--- src/sv/sha256md_pkg.sv ---
`timescale 1ns / 1ps

package sha256md_pkg;

  localparam int unsigned WordW   = 32;
  localparam int unsigned CountW  = 3;
  localparam int unsigned PosW    = 3;
  localparam int unsigned NumHash = 8;
  localparam int unsigned WinLen  = 16;
  localparam int unsigned FillW   = 4;
  localparam int unsigned RoundW  = 6;
  localparam int unsigned LenW    = 64;

  typedef logic [WordW-1:0] word_t;

  localparam word_t HashInit [NumHash] = '{
    32'h6a09e667, 32'hbb67ae85, 32'h3c6ef372, 32'ha54ff53a,
    32'h510e527f, 32'h9b05688c, 32'h1f83d9ab, 32'h5be0cd19
  };

  localparam word_t RoundK [64] = '{
    32'h428a2f98, 32'h71374491, 32'hb5c0fbcf, 32'he9b5dba5,
    32'h3956c25b, 32'h59f111f1, 32'h923f82a4, 32'hab1c5ed5,
    32'hd807aa98, 32'h12835b01, 32'h243185be, 32'h550c7dc3,
    32'h72be5d74, 32'h80deb1fe, 32'h9bdc06a7, 32'hc19bf174,
    32'he49b69c1, 32'hefbe4786, 32'h0fc19dc6, 32'h240ca1cc,
    32'h2de92c6f, 32'h4a7484aa, 32'h5cb0a9dc, 32'h76f988da,
    32'h983e5152, 32'ha831c66d, 32'hb00327c8, 32'hbf597fc7,
    32'hc6e00bf3, 32'hd5a79147, 32'h06ca6351, 32'h14292967,
    32'h27b70a85, 32'h2e1b2138, 32'h4d2c6dfc, 32'h53380d13,
    32'h650a7354, 32'h766a0abb, 32'h81c2c92e, 32'h92722c85,
    32'ha2bfe8a1, 32'ha81a664b, 32'hc24b8b70, 32'hc76c51a3,
    32'hd192e819, 32'hd6990624, 32'hf40e3585, 32'h106aa070,
    32'h19a4c116, 32'h1e376c08, 32'h2748774c, 32'h34b0bcb5,
    32'h391c0cb3, 32'h4ed8aa4a, 32'h5b9cca4f, 32'h682e6ff3,
    32'h748f82ee, 32'h78a5636f, 32'h84c87814, 32'h8cc70208,
    32'h90befffa, 32'ha4506ceb, 32'hbef9a3f7, 32'hc67178f2
  };

  // Control from the sequencer to the message window.
  typedef struct packed {
    logic  push;
    logic  step;
    word_t word;
  } sched_ctl_t;

  // Control from the sequencer to the round unit.
  typedef struct packed {
    logic load;
    logic step;
  } round_ctl_t;

  function automatic word_t rotr(input word_t v, input int unsigned n);
    return (v >> n) | (v << (WordW - n));
  endfunction

  function automatic word_t big_sigma0(input word_t v);
    return rotr(v, 2) ^ rotr(v, 13) ^ rotr(v, 22);
  endfunction

  function automatic word_t big_sigma1(input word_t v);
    return rotr(v, 6) ^ rotr(v, 11) ^ rotr(v, 25);
  endfunction

  function automatic word_t small_sigma0(input word_t v);
    return rotr(v, 7) ^ rotr(v, 18) ^ (v >> 3);
  endfunction

  function automatic word_t small_sigma1(input word_t v);
    return rotr(v, 17) ^ rotr(v, 19) ^ (v >> 10);
  endfunction

endpackage

--- src/sv/sha256md_if.sv ---
`timescale 1ns / 1ps

// Message word channel.
interface sha256md_in_if;
  logic                                valid;
  logic                                ready;
  logic [sha256md_pkg::WordW-1:0]      message_word;
  logic [sha256md_pkg::CountW-1:0]     byte_count;
  logic                                final_word;

  modport source (output valid, message_word, byte_count, final_word, input ready);
  modport sink   (input valid, message_word, byte_count, final_word, output ready);
endinterface

// Digest word channel.
interface sha256md_out_if;
  logic                                valid;
  logic                                ready;
  logic [sha256md_pkg::WordW-1:0]      digest_word;
  logic [sha256md_pkg::PosW-1:0]       word_position;
  logic                                last_of_digest;

  modport source (output valid, digest_word, word_position, last_of_digest, input ready);
  modport sink   (input valid, digest_word, word_position, last_of_digest, output ready);
endinterface

--- src/sv/sha256md_sched.sv ---
`timescale 1ns / 1ps

// Sixteen-word message window: loads block words, then expands the schedule.
module sha256md_sched (
  input  logic                     clk_i,
  input  sha256md_pkg::sched_ctl_t ctl_i,
  output sha256md_pkg::word_t      w_o
);

  sha256md_pkg::word_t win_q [sha256md_pkg::WinLen];
  sha256md_pkg::word_t win_d [sha256md_pkg::WinLen];
  sha256md_pkg::word_t next_w;

  // Form the schedule word sixteen places ahead of the current one.
  assign next_w = sha256md_pkg::small_sigma1(win_q[14]) + win_q[9]
                + sha256md_pkg::small_sigma0(win_q[1]) + win_q[0];

  // Advance the window on a pushed word or a round.
  always_comb begin
    win_d = win_q;
    if (ctl_i.push || ctl_i.step) begin
      for (int i = 0; i < sha256md_pkg::WinLen - 1; i++) begin
        win_d[i] = win_q[i+1];
      end
      win_d[sha256md_pkg::WinLen-1] = ctl_i.push ? ctl_i.word : next_w;
    end
  end

  always_ff @(posedge clk_i) begin
    win_q <= win_d;
  end

  assign w_o = win_q[0];

endmodule

--- src/sv/sha256md_round.sv ---
`timescale 1ns / 1ps

// Compression round unit: working variables a..h, one round per step.
module sha256md_round (
  input  logic                     clk_i,
  input  sha256md_pkg::round_ctl_t ctl_i,
  input  sha256md_pkg::word_t      init_i [sha256md_pkg::NumHash],
  input  sha256md_pkg::word_t      k_i,
  input  sha256md_pkg::word_t      w_i,
  output sha256md_pkg::word_t      vars_o [sha256md_pkg::NumHash]
);

  sha256md_pkg::word_t v_q [sha256md_pkg::NumHash];
  sha256md_pkg::word_t v_d [sha256md_pkg::NumHash];
  sha256md_pkg::word_t ch, maj, t1, t2;

  // Round function terms.
  always_comb begin
    ch  = (v_q[4] & v_q[5]) ^ (~v_q[4] & v_q[6]);
    maj = (v_q[0] & v_q[1]) ^ (v_q[0] & v_q[2]) ^ (v_q[1] & v_q[2]);
    t1  = v_q[7] + sha256md_pkg::big_sigma1(v_q[4]) + ch + k_i + w_i;
    t2  = sha256md_pkg::big_sigma0(v_q[0]) + maj;
  end

  // Load from the chaining hash, or rotate through one round.
  always_comb begin
    v_d = v_q;
    if (ctl_i.load) begin
      v_d = init_i;
    end else if (ctl_i.step) begin
      v_d[7] = v_q[6];
      v_d[6] = v_q[5];
      v_d[5] = v_q[4];
      v_d[4] = v_q[3] + t1;
      v_d[3] = v_q[2];
      v_d[2] = v_q[1];
      v_d[1] = v_q[0];
      v_d[0] = t1 + t2;
    end
  end

  always_ff @(posedge clk_i) begin
    v_q <= v_d;
  end

  assign vars_o = v_q;

endmodule

--- src/sv/sha256_message_digest.sv ---
`timescale 1ns / 1ps

// SHA-256 digest of one message per run of input words. Message words are taken only while
// the block waits for input; the sixteenth word of a block starts 64 rounds of the single
// round unit, one per cycle, then a fold into the chaining hash, and input is held off
// during the rounds and the fold. A final word is followed by the padding words (up to 18),
// one or two further compressions and the digest words in order, each held until taken,
// after which the hash is back at its initial values and the next message may start.
module sha256_message_digest (
  input  logic                  clk_i,
  input  logic                  rst_ni,
  sha256md_in_if.sink           msg_i,
  sha256md_out_if.source        dig_o
);

  typedef enum logic [2:0] {
    S_IDLE,
    S_PAD,
    S_RND,
    S_FOLD,
    S_OUT
  } state_e;

  typedef enum logic [1:0] {
    PH_80,
    PH_FILL,
    PH_LO,
    PH_DONE
  } phase_e;

  state_e                                state_q, state_d;
  phase_e                                ph_q, ph_d;
  logic                                  fin_q, fin_d;
  logic [sha256md_pkg::FillW-1:0]        fill_q, fill_d;
  logic [sha256md_pkg::LenW-1:0]         len_q, len_d;
  logic [sha256md_pkg::RoundW-1:0]       rnd_q, rnd_d;
  logic [sha256md_pkg::PosW-1:0]         pos_q, pos_d;
  sha256md_pkg::word_t                   h_q [sha256md_pkg::NumHash];
  sha256md_pkg::word_t                   h_d [sha256md_pkg::NumHash];

  sha256md_pkg::sched_ctl_t              sc;
  sha256md_pkg::round_ctl_t              rc;
  sha256md_pkg::word_t                   w_cur;
  sha256md_pkg::word_t                   vars [sha256md_pkg::NumHash];
  sha256md_pkg::word_t                   first_w;
  logic [sha256md_pkg::CountW-1:0]       cnt_sat;
  logic [5:0]                            len_add;

  sha256md_sched u_sched (
    .clk_i (clk_i),
    .ctl_i (sc),
    .w_o   (w_cur)
  );

  sha256md_round u_round (
    .clk_i  (clk_i),
    .ctl_i  (rc),
    .init_i (h_q),
    .k_i    (sha256md_pkg::RoundK[rnd_q]),
    .w_i    (w_cur),
    .vars_o (vars)
  );

  // Mask the final word and, when it holds fewer than four bytes, place the padding byte after them.
  always_comb begin
    case (msg_i.byte_count)
      3'd0: begin
        cnt_sat = 3'd0;
        first_w = 32'h8000_0000;
      end
      3'd1: begin
        cnt_sat = 3'd1;
        first_w = {msg_i.message_word[31:24], 24'h80_0000};
      end
      3'd2: begin
        cnt_sat = 3'd2;
        first_w = {msg_i.message_word[31:16], 16'h8000};
      end
      3'd3: begin
        cnt_sat = 3'd3;
        first_w = {msg_i.message_word[31:8], 8'h80};
      end
      default: begin
        cnt_sat = 3'd4;
        first_w = msg_i.message_word;
      end
    endcase
    len_add = msg_i.final_word ? {cnt_sat, 3'b000} : 6'd32;
  end

  // Sequence word loading, padding, rounds, fold and digest output.
  always_comb begin
    state_d = state_q;
    ph_d    = ph_q;
    fin_d   = fin_q;
    fill_d  = fill_q;
    len_d   = len_q;
    rnd_d   = rnd_q;
    pos_d   = pos_q;
    h_d     = h_q;
    sc      = '0;
    rc      = '0;

    case (state_q)
      S_IDLE: begin
        if (msg_i.valid) begin
          sc.push = 1'b1;
          sc.word = msg_i.final_word ? first_w : msg_i.message_word;
          fill_d  = fill_q + 1'b1;
          len_d   = len_q + {{(sha256md_pkg::LenW-6){1'b0}}, len_add};
          fin_d   = msg_i.final_word;
          ph_d    = (cnt_sat == 3'd4) ? PH_80 : PH_FILL;
          if (fill_q == {sha256md_pkg::FillW{1'b1}}) begin
            rc.load = 1'b1;
            rnd_d   = '0;
            state_d = S_RND;
          end else if (msg_i.final_word) begin
            state_d = S_PAD;
          end
        end
      end
      S_PAD: begin
        sc.push = 1'b1;
        fill_d  = fill_q + 1'b1;
        case (ph_q)
          PH_80: begin
            sc.word = 32'h8000_0000;
            ph_d    = PH_FILL;
          end
          PH_FILL: begin
            if (fill_q == 4'd14) begin
              sc.word = len_q[63:32];
              ph_d    = PH_LO;
            end else begin
              sc.word = '0;
            end
          end
          PH_LO: begin
            sc.word = len_q[31:0];
            ph_d    = PH_DONE;
          end
          default: begin
            sc.push = 1'b0;
            fill_d  = fill_q;
          end
        endcase
        if (sc.push && fill_q == {sha256md_pkg::FillW{1'b1}}) begin
          rc.load = 1'b1;
          rnd_d   = '0;
          state_d = S_RND;
        end
      end
      S_RND: begin
        rc.step = 1'b1;
        sc.step = 1'b1;
        rnd_d   = rnd_q + 1'b1;
        if (rnd_q == {sha256md_pkg::RoundW{1'b1}}) begin
          state_d = S_FOLD;
        end
      end
      S_FOLD: begin
        for (int i = 0; i < sha256md_pkg::NumHash; i++) begin
          h_d[i] = h_q[i] + vars[i];
        end
        if (!fin_q) begin
          state_d = S_IDLE;
        end else if (ph_q == PH_DONE) begin
          pos_d   = '0;
          state_d = S_OUT;
        end else begin
          state_d = S_PAD;
        end
      end
      S_OUT: begin
        if (dig_o.ready) begin
          // Shift the digest out and the initial hash in behind it.
          for (int i = 0; i < sha256md_pkg::NumHash - 1; i++) begin
            h_d[i] = h_q[i+1];
          end
          h_d[sha256md_pkg::NumHash-1] = sha256md_pkg::HashInit[pos_q];
          pos_d = pos_q + 1'b1;
          if (pos_q == {sha256md_pkg::PosW{1'b1}}) begin
            fin_d   = 1'b0;
            fill_d  = '0;
            len_d   = '0;
            state_d = S_IDLE;
          end
        end
      end
      default: begin
        state_d = S_IDLE;
      end
    endcase
  end

  always_ff @(posedge clk_i or negedge rst_ni) begin
    if (!rst_ni) begin
      state_q <= S_IDLE;
      ph_q    <= PH_FILL;
      fin_q   <= 1'b0;
      fill_q  <= '0;
      len_q   <= '0;
      rnd_q   <= '0;
      pos_q   <= '0;
      h_q     <= sha256md_pkg::HashInit;
    end else begin
      state_q <= state_d;
      ph_q    <= ph_d;
      fin_q   <= fin_d;
      fill_q  <= fill_d;
      len_q   <= len_d;
      rnd_q   <= rnd_d;
      pos_q   <= pos_d;
      h_q     <= h_d;
    end
  end

  // Drive the channels.
  assign msg_i.ready          = (state_q == S_IDLE);
  assign dig_o.valid          = (state_q == S_OUT);
  assign dig_o.digest_word    = h_q[0];
  assign dig_o.word_position  = pos_q;
  assign dig_o.last_of_digest = (pos_q == {sha256md_pkg::PosW{1'b1}});

endmodule

--- src/flat_wrapper.sv ---
// flat-port wrapper written by rule: the top's interface ports become plain ports
module sha256_message_digest_flat 
  (clk_i, rst_ni, msg_i_valid, msg_i_message_word, msg_i_byte_count, msg_i_final_word, msg_i_ready, dig_o_valid, dig_o_digest_word, dig_o_word_position, dig_o_last_of_digest, dig_o_ready);
  sha256md_in_if msg_i_i ();
  sha256md_out_if dig_o_i ();
  input  logic clk_i;
  input  logic rst_ni;
  input wire logic [$bits(msg_i_i.valid)-1:0] msg_i_valid;
  input wire logic [$bits(msg_i_i.message_word)-1:0] msg_i_message_word;
  input wire logic [$bits(msg_i_i.byte_count)-1:0] msg_i_byte_count;
  input wire logic [$bits(msg_i_i.final_word)-1:0] msg_i_final_word;
  output wire logic [$bits(msg_i_i.ready)-1:0] msg_i_ready;
  output wire logic [$bits(dig_o_i.valid)-1:0] dig_o_valid;
  output wire logic [$bits(dig_o_i.digest_word)-1:0] dig_o_digest_word;
  output wire logic [$bits(dig_o_i.word_position)-1:0] dig_o_word_position;
  output wire logic [$bits(dig_o_i.last_of_digest)-1:0] dig_o_last_of_digest;
  input wire logic [$bits(dig_o_i.ready)-1:0] dig_o_ready;
  assign msg_i_i.valid = msg_i_valid;
  assign msg_i_i.message_word = msg_i_message_word;
  assign msg_i_i.byte_count = msg_i_byte_count;
  assign msg_i_i.final_word = msg_i_final_word;
  assign msg_i_ready = msg_i_i.ready;
  assign dig_o_valid = dig_o_i.valid;
  assign dig_o_digest_word = dig_o_i.digest_word;
  assign dig_o_word_position = dig_o_i.word_position;
  assign dig_o_last_of_digest = dig_o_i.last_of_digest;
  assign dig_o_i.ready = dig_o_ready;
  sha256_message_digest u_core (.clk_i(clk_i), .rst_ni(rst_ni), .msg_i(msg_i_i), .dig_o(dig_o_i));
endmodule
--- config.mk ---
export PLATFORM = sky130hd
export DESIGN_NAME = sha256_message_digest_flat
export DESIGN_NICKNAME = d
export VERILOG_FILES = /design/src/sv/sha256md_pkg.sv /design/src/sv/sha256md_if.sv /design/src/sv/sha256md_sched.sv /design/src/sv/sha256md_round.sv /design/src/sv/sha256_message_digest.sv /design/src/flat_wrapper.sv
export SDC_FILE = /design/constraint.sdc
export NUM_CORES = 2
export LEC_CHECK = 0
export BUFFER_PORTS_ARGS = -buffer_cell sky130_fd_sc_hd__buf_4
export CORE_MARGIN = 2
export CORE_UTILIZATION = 59
export CTS_CLUSTER_SIZE = 30
export DETAILED_ROUTE_END_ITERATION = 6
export PLACE_DENSITY = 0.83
export RECOVER_POWER = 100
export SYNTH_ARGS = -nofsm -noshare
export SYNTH_HDL_FRONTEND = slang
export SYNTH_HIERARCHICAL = 1
export SYNTH_SLANG_ARGS = --single-unit
export TNS_END_PERCENT = 20
--- constraint.sdc ---
create_clock -name clk_i -period 8.09 [get_ports clk_i]
set_input_delay 0.4045 -clock clk_i [delete_from_list [all_inputs] [get_ports clk_i]]
set_output_delay 0.4045 -clock clk_i [all_outputs]
set_load 0.02 [all_outputs]
# Word level (Yosys, flattened, before mapping)

Memory sizes are Yosys's and may differ from the RTL's.
Cells that the tools add are included.

Bitwise gates (word level): 29
$add $sub $neg: 22
Multiplexer cells: 62
Equal/unequal tests: 27
Reductions and logical operators: 19
Order comparisons: 2

Operator list:

| kind                                 | number |
|---|---|
| 2-to-1 mux 256 bit                   | 3 |
| adder 32 bit                         | 18 |
| one-hot mux 256 bit (2 select lines) | 1 |
| XOR 32 bit                           | 9 |
| 2-to-1 mux 32 bit                    | 8 |
| 2-to-1 mux 64 bit                    | 3 |
| AND 32 bit                           | 5 |
| one-hot mux 32 bit (4 select lines)  | 1 |
| one-hot mux 64 bit (2 select lines)  | 1 |
| one-hot mux 32 bit (3 select lines)  | 1 |
| adder 64 x 6 -> 64 bit               | 1 |
| one-hot mux 32 bit (2 select lines)  | 1 |
| 2-to-1 mux 3 bit                     | 12 |
| NOT 32 bit                           | 1 |
| OR 10 x 32 -> 32 bit                 | 1 |
| OR 13 x 32 -> 32 bit                 | 1 |
| OR 14 x 32 -> 32 bit                 | 1 |
| OR 15 x 32 -> 32 bit                 | 1 |
| OR 19 x 32 -> 32 bit                 | 1 |
| OR 21 x 32 -> 32 bit                 | 1 |
| OR 25 x 32 -> 32 bit                 | 1 |
| OR 26 x 32 -> 32 bit                 | 1 |
| OR 30 x 32 -> 32 bit                 | 1 |
| OR 7 x 32 -> 32 bit                  | 1 |
| 43 further kinds                     | 86 |

Flip-flop bits (word level): 1107
Memories kept: 2
Input port bits: 40
Memory bits (read-only): 2304

Memories:

| name            | depth | bits a word | read ports | clocked after memory_dff | write ports | RTL line                     | source |
|---|---|---|---|---|---|---|---|
| (no name shown) | 64    | 32          | 1          | 0                        | 0           | sha256_message_digest.sv:59  | `.k_i (sha256md_pkg::RoundK[rnd_q]),` |
| (no name shown) | 8     | 32          | 1          | 0                        | 0           | sha256_message_digest.sv:180 | `h_d[sha256md_pkg::NumHash-1] = sha256md_pkg::HashInit[pos_q];` |

# Depth between registers and ports, before layout

Word-level depth: 10
Gate-level depth with buffers: 41

# Modules after synthesis

Netlist, hierarchy kept.

By module, submodules not included:

| module                | times used | cells each | area each (µm²) |
|---|---|---|---|
| sha256_message_digest | 1          | 4163       | 31876.8 |
| sha256md_round        | 1          | 1943       | 20988.9 |
| sha256md_sched        | 1          | 1164       | 20433.3 |

# Worst setup path after synthesis

No wires, ideal clock.

Path type: reg-to-reg
From: reg u_core.state_q[0]
To: reg u_core.u_sched.win_q (netlist bit u_core/u_sched/w_o[0]), enable pin
Path buffers: 3
Period minus slack after synthesis: 8862 ps
Setup slack: -772 ps
Setup time: 667 ps
Stages on the path, launching flop included: 10
Data arrival time: 8195 ps
Data required time: 7423 ps
Path through: dfrtp_1 buf_6 or2_4 nor2_1 and2_1 nor2_1 inv_1 clkbuf_1 clkbuf_1 or2_2

RTL lines:

| element                  | RTL line                     | source |
|---|---|---|
| start: declaration       | sha256_message_digest.sv:31  | `state_e state_q, state_d;` |
| start signal: assignment | sha256_message_digest.sv:207 | `state_q <= state_d;` |
| end signal: assignment   | sha256md_sched.sv:30         | `win_q <= win_d;` |
| end: declaration         | sha256md_sched.sv:10         | `sha256md_pkg::word_t win_q [sha256md_pkg::WinLen];` |

==> flow_summary.toml <==
[outcome]
outcome = "finished, violations left"
failed_checks = "DRC, capacitance limit, slew limit, setup timing"

[placement]
dpl.cell_count = 9126
port_buffers = 77
dp_slack_ns = -0.778
gp_congestion = 1.00
dp_hpwl_um = 174000

[drt]
detail-route-antenna-nets = 0
dr_total_vias = 60600
via_per_inst = 6.46
drt_iter0_drc = 8080
drtPass1Iterations = 7
wire_per_inst_um = 25.7
totalWireLength_um = 242000
route.detailed.drc = 6

[sta]
clock_skew_ns = 0.127
max_freq_ghz = 0.121
slew_headroom_pct = -262
setup_ws_ns = -0.146
drv_slew = 1058
hold_viol = 0
rsz0062_at_grt = "yes"
setup_viol = 1
fin_hold_ws_ns = 0.0521
tightest_slew_ns = 5.43
period_share_pct = 102
fin_crit_ns = 8.24

[worst_setup_path]
worstPathMaxFanout = 8
crit_arrival_ns = 8.80
slowest_delay_ns = 0.59
r2r_cells = 37
worst-path-buf-inv = 9
slowest_stage = "fa_1"
crit_family = "adder cells"
critPathKind = "flip-flop to flip-flop"
crit_path_start_kind = "flip-flop"
critPathRequiredTime_ns = 8.65
path_depth = 37
crit_path_end_kind = "flip-flop"

[clocking]
cts_tree = "built"
cts-root-buf = "clkbuf_16"
cts_buffers = 118
clockBufferDepth = 3
clkSlewWorstSetupHoldPaths_ns = 0.07
clock-sinks = 1104
clk_latency_ns = 0.80
htree_levels = 3

[job]
cap_violations = 17

[die]
rows = 129
num_io_pins = 78
core_region_area_um2 = 123000
die_w_um = 356
die-area_um2 = 127000
die_h_um = 356
start_util_pct = 59.4

[finish]
utilization_pct = 67.8
drive_above_1_share_pct = 17.8
fin_nets = 8292
final.fill_count = 9361
areaGrowthSynthToFinish_pct = 14.2
fin_cells = 9390

[synthesis]
seq_area_frac_synth_pct = 43.2
ys_seq_elements = 1104
synth_edf_count = 768
synth_cells = 7270
ys_top_cells_by_count = "edfxtp_1, a21oi_1, nand2_1"
synth_nets = 7915
ys_types = 120
postSynthAreaPerCell_um2 = 10.1
yosysMostFrequentCell = "edfxtp_1"
synth_flop_cell = "edfxtp_1"
ys_warn_count = 6
synthTopCellsByArea = "edfxtp_1, ha_1, dfrtp_1, fa_1, dfstp_2"
synth_top_area_share_pct = 31.5
synthesis.area_um2 = 73300
synth.largest_area_cell = "edfxtp_1"
synth-async-reset-ratio_pct = 30.4

[global_route]
antenna_found_initial = 0
grt_max_degree = 187
overflow = 0
grt_pass1_vias = 57800
grt_pass1_wl_um = 358000
grt_usage_pct = 37.3

[min_path]
whs_path_depth = 3
hp-class = "input port to flip-flop"
[tightest hold or removal path, cell delays in order]
cell and delay [ns]:
buf_4 0.14, nand2_1 0.15, o21ai_0 0.12
[cell families after synthesis]
family	count (synthesis)	share of synthesized area [%]
fa+ha+maj	607	12.4
buf+inv	939	5.19
xor+xnor	602	7.21
flops	1104	43.2
compound gates	1988	17.1
simple gates	1768	10.9
mux	262	4.00
[flip-flops by register name (all words and copies together), names as in the netlist]
| register | cells |
|---|---|
| u_core/rnd_q | 6 |
| u_core/u_sched/w_o | 32 |
| u_core/dig_o.digest_word | 32 |
| u_core/ph_q | 2 |
| u_core/fin_q | 1 |
| u_core/h_q | 224 |
| u_core/len_q | 61 |
| u_core/u_round/vars_o | 256 |
| u_core/state_q | 3 |
| u_core/dig_o.word_position | 3 |
| u_core/u_sched/win_q | 480 |
| u_core/fill_q | 4 |
[placed cells by master (no fill, tap or decap), types with 196 or more instances in the layout]
cell type | netlist | routed
o21ai_0 | 464 | 443
nor2_1 | 567 | 544
ha_1 | 409 | 379
mux2_2 | 213 | 212
xnor2_1 | 334 | 332
a21oi_1 | 602 | 581
xor2_1 | 267 | 261
buf_4 | 67 | 576
edfxtp_1 | 768 | 768
nand2_1 | 578 | 571
inv_1 | 534 | 510
dfrtp_1 | 199 | 196
[per-layer routing]
| layer | GRT usage [%] | part of all wire, % |
|---|---|---|
| met1 | 51.7 | 40 |
| met2 | 55.4 | 43 |
| met3 | 8.70 | 11 |
| met4 | 17.9 | 5.9 |
| met5 | 0 | 0 |
[final cells by class]
cell class              instances  area [um2]  area share [%]
repair buffers                657        5050            6.04
inverters                     539        2030            2.43
diodes                          1        2.50         0.00299
clock inverters                68         828           0.990
well taps                    1637        2050            2.45
flip-flops and latches       1104       31600            37.8
multi-input cells            5227       38900            46.5
clock buffers                 157        3160            3.78
[worst paths after layout]
kind / start / endpoint / slack (ns)
max: u_core/rnd_q[1] / u_core/u_round/vars_o[255] / -0.15
max reg2reg: u_core/rnd_q[1] / u_core/u_round/vars_o[255] / -0.15
min: msg_i_valid / u_core/len_q[5] / 0.05
max in group asynchronous: rst_ni / u_core/rnd_q[2] / 1.08
min reg2reg: u_core/u_sched/win_q[72] / u_core/u_sched/win_q[104] / 0.42
min in group asynchronous: rst_ni / u_core/dig_o.digest_word[3] / 2.15
[repair_timing]
item                       4_1_cts  5_1_grt
setup endpoints to repair       20       21
buffers inserted                17       19
hold endpoints to repair        42        0
hold buffers                     3        0
pin swaps                       47       88
gates resized for setup        117      149
[per-stage QoR]
step                cell area [um2]  setup TNS, ns
global route                  83700          -5.81
detailed placement            78500          -5.89
finish                        83700         -0.146
floorplan                     73300          -1.69
CTS                           83100        -0.0833
global placement              78500          -4.63
Power is not shown: default switching activity piles up to over one toggle a cycle in this logic, so the estimate is an artifact.
